File: src/hdl/rau_pkg.sv
package rau_pkg;

  localparam int DefValueWidth = 32;
  localparam int FieldWidth    = 32;
  localparam int MagWidth      = 64;

  typedef enum logic [2:0] {
    KIND_NORM = 3'd0,
    KIND_ADD  = 3'd1,
    KIND_SUB  = 3'd2,
    KIND_MUL  = 3'd3,
    KIND_DIV  = 3'd4,
    KIND_CMP  = 3'd5
  } kind_t;

  localparam logic [1:0] STATUS_OK   = 2'd0;
  localparam logic [1:0] STATUS_ZERO = 2'd1;
  localparam logic [1:0] STATUS_OVF  = 2'd2;

  localparam logic [1:0] ORDER_LESS  = 2'd0;
  localparam logic [1:0] ORDER_EQUAL = 2'd1;
  localparam logic [1:0] ORDER_MORE  = 2'd2;

  // One classified item handed from the front part to the back part.
  typedef struct packed {
    logic [2:0]          kind;
    logic                zero_den;
    logic [FieldWidth-1:0] a_num;
    logic [FieldWidth-1:0] a_den;
    logic [FieldWidth-1:0] b_num;
    logic [FieldWidth-1:0] b_den;
  } item_t;

  typedef enum logic [2:0] {
    ST_IDLE,
    ST_MUL1,
    ST_MUL2,
    ST_SUM,
    ST_GCD,
    ST_DIV,
    ST_DONE
  } back_state_t;

endpackage

File: src/hdl/rau_front.sv
module rau_front (
  input  logic          clk,
  input  logic          rst,
  input  logic          start,
  input  logic [2:0]    kind,
  input  logic [31:0]   a_num,
  input  logic [31:0]   a_den,
  input  logic [31:0]   b_num,
  input  logic [31:0]   b_den,
  output logic          busy,
  output logic          q_valid,
  output rau_pkg::item_t q_item,
  input  logic          q_pop
);

  // Two-entry queue between the classifier and the back part.
  rau_pkg::item_t slots [2];
  logic       wr_ptr;
  logic       rd_ptr;
  logic [1:0] count;
  logic       push;
  logic [2:0] kind_n;
  rau_pkg::item_t item_in;

  assign busy = (count == 2'd2);
  assign push = start && !busy;

  always_comb begin
    kind_n = (kind > 3'd5) ? rau_pkg::KIND_NORM : kind;
    item_in.kind    = kind_n;
    item_in.a_num   = a_num;
    item_in.a_den   = a_den;
    item_in.b_num   = b_num;
    item_in.b_den   = b_den;
    item_in.zero_den = (a_den == '0) ||
                       ((kind_n != rau_pkg::KIND_NORM) && (b_den == '0)) ||
                       ((kind_n == rau_pkg::KIND_DIV) && (b_num == '0));
  end

  always_ff @(posedge clk) begin
    if (push) begin
      slots[wr_ptr] <= item_in;
    end
  end

  always_ff @(posedge clk) begin
    if (rst) begin
      wr_ptr <= 1'b0;
      rd_ptr <= 1'b0;
      count  <= 2'd0;
    end else begin
      if (push) wr_ptr <= ~wr_ptr;
      if (q_pop) rd_ptr <= ~rd_ptr;
      count <= count + {1'b0, push} - {1'b0, q_pop};
    end
  end

  assign q_valid = (count != 2'd0);
  assign q_item  = slots[rd_ptr];

endmodule

File: config.mk
export PLATFORM = sky130hd
export DESIGN_NAME = rau_front
export DESIGN_NICKNAME = d
export VERILOG_FILES = /design/src/hdl/rau_pkg.sv /design/src/hdl/rau_front.sv
export SDC_FILE = /design/constraint.sdc
export NUM_CORES = 1
export LEC_CHECK = 0
export ABC_AREA = 0
export BUFFER_PORTS_ARGS = -buffer_cell sky130_fd_sc_hd__buf_2
export CORE_MARGIN = 2
export CORE_UTILIZATION = 52
export CTS_CLUSTER_DIAMETER = 40
export DETAILED_ROUTE_END_ITERATION = 7
export PLACE_DENSITY = 0.79
export RECOVER_POWER = 50
export SYNTH_ARGS = -nofsm -noshare
export SYNTH_HDL_FRONTEND = slang
export SYNTH_SLANG_ARGS = --single-unit
File: constraint.sdc
create_clock -name clk -period 8.9 [get_ports clk]
set_input_delay 0.89 -clock clk [delete_from_list [all_inputs] [get_ports clk]]
set_output_delay 0.89 -clock clk [all_outputs]
set_load 0.01 [all_outputs]
# Yosys cells after proc, flatten, opt, wreduce, memory -nomap -nowiden
# Memory sizes are Yosys's and may differ from the RTL's. A register that Yosys moved wholly into a read port is not among the register bits.
# Index checks and enable logic that the tools add are counted.
# totals
reg_bits	4
latchBits	0
ramBits	264
romBits	0
word_cells	27
memories	1
# mem_list
memory	depth	word_bits	read_ports	rd_ports_with_merged_regs	wr	line	source
slots	2	132	1	1	1	rau_front.sv:17	rau_pkg::item_t slots [2];
# op_classes
addsub	2
n_mul	0
n_div	0
magnitude_cmp	1
n_eq_ne	2
shifts	0
n_mux	5
bitwise_logic	2
reduce_logical	11
# ops
operator	count
32-bit logical NOT	3
1-bit two-way mux	4
3-bit == test (second input constant)	1
3-bit > comparator (second input constant)	1
1-bit logical AND	3
3-bit two-way mux	1
3-bit nonzero test	1
2-bit by 1-bit adder with 2-bit output	1
2-bit == test (second input constant)	1
1-bit logical OR	2
1-bit inverter	2
2-bit nonzero test	1
2-bit by 1-bit subtractor with 2-bit output	1
1-bit logical NOT	1

# Longest topological paths before layout
# depth
word_depth	6
ltp_mapped	8
depth_no_buf	8

# Least setup slack after synthesis
# Ideal clock, no wire load.
# synth_timing
path_type	input-to-reg
startpoint	in start
endpoint	mem slots[0][0] (netlist bit), enable pin
t_arrival_ns	6.465
path_slack_ns	1.810
cell_stages	2
n_path_buf	0
cell_sequence	nand2_1 nor2_1
# synth_between
elab_chain_cells	3
# synth_lines
item	line	source
start, declared	rau_front.sv:4	input logic start,
1-bit logical AND	rau_front.sv:26	assign push = start && !busy;
1-bit two-way mux	rau_front.sv:41	if (push) begin
1-bit two-way mux (implied by the code)	rau_front.sv:42	slots[wr_ptr] <= item_in;
end, declared	rau_front.sv:17	
# No other way between the ends.

# Worst setup path after layout
# layout_timing
startpoint	reg count[0]
endpoint	mem slots[1][98] (netlist bit), enable pin
# layout_between
elab_chain_cells	5
# layout_lines
item	line	source
start, declared	rau_front.sv:20	logic [1:0] count;
start signal, assigned	rau_front.sv:54	count <= count + {1'b0, push} - {1'b0, q_pop};
2-bit == test	rau_front.sv:25	assign busy = (count == 2'd2);
1-bit logical NOT	rau_front.sv:26	
1-bit logical AND	rau_front.sv:26	
1-bit two-way mux	rau_front.sv:41	
1-bit two-way mux (implied by the code)	rau_front.sv:42	
# No other way between the ends.

==> results by group <==
Setup path
  – Slowest CP cell: and3_1
  – Worst-path cell chain: nand2b_1 -> and3_1 -> buf_4
  – CP delay by family, top: simple AND/OR/NAND/NOR gates
  – R2R Setup Slk: 4420 ps
  – Critical Path Fanout Max: 75
  – RR Endpoint: slots[1][98]
  – CP arrival: 4600 ps
  – Critical Path Sink Type: flop
  – CP peak stage delay: 2590 ps
  – Worst reg-to-reg path cell count: 3
  – RR Startpoint: count[0]
  – Req. time, crit path: 9010 ps
  – CP Class: flop to flop
  – Worst path bufs/invs: 1
  – CP Launch Type: flop

Route
  – WL met3: 1800 microns
  – Post-route DRC: 0
  – DR vias: 5513
  – Met2 wire len: 10100 microns
  – Post-route ant nets: 0
  – Routed WL: 20600 microns
  – DR pass1 iterations: 4
  – Avg Vias per Cell: 5.36
  – Initial DRC Count: 264
  – Met1 WL: 8100 microns
  – Top layer in use: met4
  – WL/cell: 20.0 microns

Final layout
  – Synthesis-to-finish area growth: 25.6%
  – N_diodes: 0
  – Cell Count, Final, Fillers Out: 1028
  – Nets: 906
  – Share of cells above drive strength 1: 42.8%

Synth
  – Mux contribution to synthesized area: 14.9%
  – Area share of the largest cell type after synthesis: 79.2%
  – Main synth FF type: edfxtp_1
  – XOR/XNOR Fraction of Synth Area: 0.350%
  – Register area share after synthesis: 80.2%
  – Gate count after technology mapping: 475
  – Synth cell count leaders: edfxtp_1, mux2_2, nor4_1, buf_6, nor2_1
  – Main combinational cell family by area after synthesis: multiplexers
  – Synthesized Nets: 612
  – Most frequent cell after synthesis: edfxtp_1
  – Cell Area, Synth: 10000 sq um
  – Synth async-reset ratio: 0%
  – Yosys warning count: 0
  – Largest area contributor in the netlist: edfxtp_1
  – Area share of and/or/nand/nor cells after synthesis: 2.91%
  – Syn_area_per_cell: 21.1 sq um
  – Yosys reg bits: 269
  – Post-synthesis compound-gate area fraction: 0.0875%
  – Yosys cell types: 24
  – Adder and majority cell fraction of the synthesized area: 0.250%
  – Ranking of synthesized cells by area: edfxtp_1, mux2_2, nor4_1, dfxtp_1, buf_6
  – Post-synth EDFFs: 264

Timing
  – RSZ-0062 raised after global routing: false
  – Relative slew slack: -136%
  – Max Freq: 0.223 GHz
  – Worst-margin pin slew: 3550 ps
  – Final Critical Period: 4480 ps
  – Hold Fails Final Rpt: 0
  – Slew Viols, Final: 99
  – Final period util: 50.4%
  – Final setup fails: 0
  – Clock Skews: 23.3 ps
  – Setup_tns: 0 ps

GRT
  – GRT Total Usage: 19.6%
  – Initial antenna violation count: 0
  – First-pass GRT wire length: 30200 microns
  – Vias in the first global route: 5757
  – Overflow after GRT: 0
  – Largest net degree at the start of global routing: 77

Run status
  – Status: finished with violations
  – Failing checks: max-capacitance violations, max-slew violations

Clocking
  – Setup repair bufs after CTS: 0
  – Worst skew pair latency: 490 ps
  – Hold buffers post-CTS: 0
  – H-tree levels: 2
  – CTS Buffer Depth: 3
  – Cts bufs inserted: 35
  – Clk slew on worst S/H paths: 50 ps
  – TritonCTS clock tree: built
  – Post-CTS sizing: 0
  – Clock Sinks: 269
  – Clock Tree Root: clkbuf_16

Placement
  – Placed cells: 966
  – Gpl congestion: 0.810
  – Buffers on Ports: 268
  – Dpl hpwl: 13700 microns

Pwr
  – Peak VDD IR: 0.203 mV
  – Cell area power density: 286 nW/um^2
  – Leak Pwr: 4.43 nW
  – Pwr Total: 3.59 mW

Worst hold path
  – Worst Hold Class: flop to flop
  – WHS Path Cells: 2
  – Min-delay src: rd_ptr

Floorplanning
  – I/O Pins: 269
  – Number of cell rows: 50
  – Die X-Extent: 143 microns
  – Die area: 20400 sq um
  – Die H: 143 microns
  – Core area: 18800 sq um
  – Initial core utilization: 53.3%

Run
  – # Max-Cap Violations: 2
metrics by stage:
step / util, % / instance area [sq um] / setup slack (ps) / hold WS, ps
after floorplan: - / 10000 / 1810 / 480
after global placement: 61.6 / 11600 / 5460 / 497
after detailed placement: 61.6 / 11600 / 5360 / 508
after CTS: 67.8 / 12700 / 5070 / 527
after global routing: 67.0 / 12600 / 3940 / 568
final: 67.0 / 12600 / 4420 / 522
registers in the layout, indices dropped and copies added (netlist names), named ones only:
name	count
slots	264
count	2
rd_ptr	1
wr_ptr	1
worst min-delay path, stage by stage (launching register included):
cell,delay (ps)
dfxtp_1,330
xnor2_1,90
nor2_1,80
layer usage:
layer,GRT usage (%),vias up
met2,33.2,251
met5,0,-
li1,-,2531
met1,23.5,2690
met4,7.56,0
met3,6.20,41
worst max-delay path by stage:
stage          startpoint            to  slack (ps)  depth (start not counted)
2_1_floorplan       start   slots[0][0]        1810                          2
3_3_place_gp        start  slots[0][17]        5460                          5
3_5_place_dp        start  slots[0][78]        5360                          5
4_1_cts              flop    q_item[46]        5070                          3
5_1_grt          count[0]   slots[1][3]        3940                          3
6_report         count[0]  slots[1][98]        4420                          3
power by group:
group          internal, mW  leakage [nW]  switching (mW)
Combinational         0.213          1.35           0.308
Sequential             1.63          2.51          0.0571
Clock                 0.883         0.576           0.498
cell usage in the layout (no fill, tap or decap), types with 3 or more instances in the layout:
master / count
dfxtp_1: 4
nor2_1: 7
nand4_1: 5
edfxtp_1: 264
mux2_2: 132
clkinv_2: 5
inv_8: 3
nor2b_1: 3
buf_4: 4
buf_2: 150
nor4_1: 24
clkbuf_1: 126
clkbuf_16: 37
bufinv_16: 4
kinds of logic after synthesis:
| family | Yosys count |
|---|---|
| AO/OA/AOI/OAI | 1 |
| XOR/XNOR | 4 |
| adder cells (fa/ha/maj) | 2 |
| buffers and inverters | 17 |
| flip-flops | 269 |
| multiplexers | 132 |
| AND/OR/NAND/NOR | 50 |
final cells by class:
| class | instances | area (sq um) |
|---|---|---|
| flip-flops and latches | 269 | 8030 |
| fillers | 1337 | 6200 |
| inverters | 2 | 7.51 |
| clock buffers | 45 | 956 |
| repair buffers | 272 | 1220 |
| well taps | 234 | 293 |
| clock inverters | 17 | 213 |
| multi-input cells | 189 | 1850 |
(Power assumes the default switching activity.)
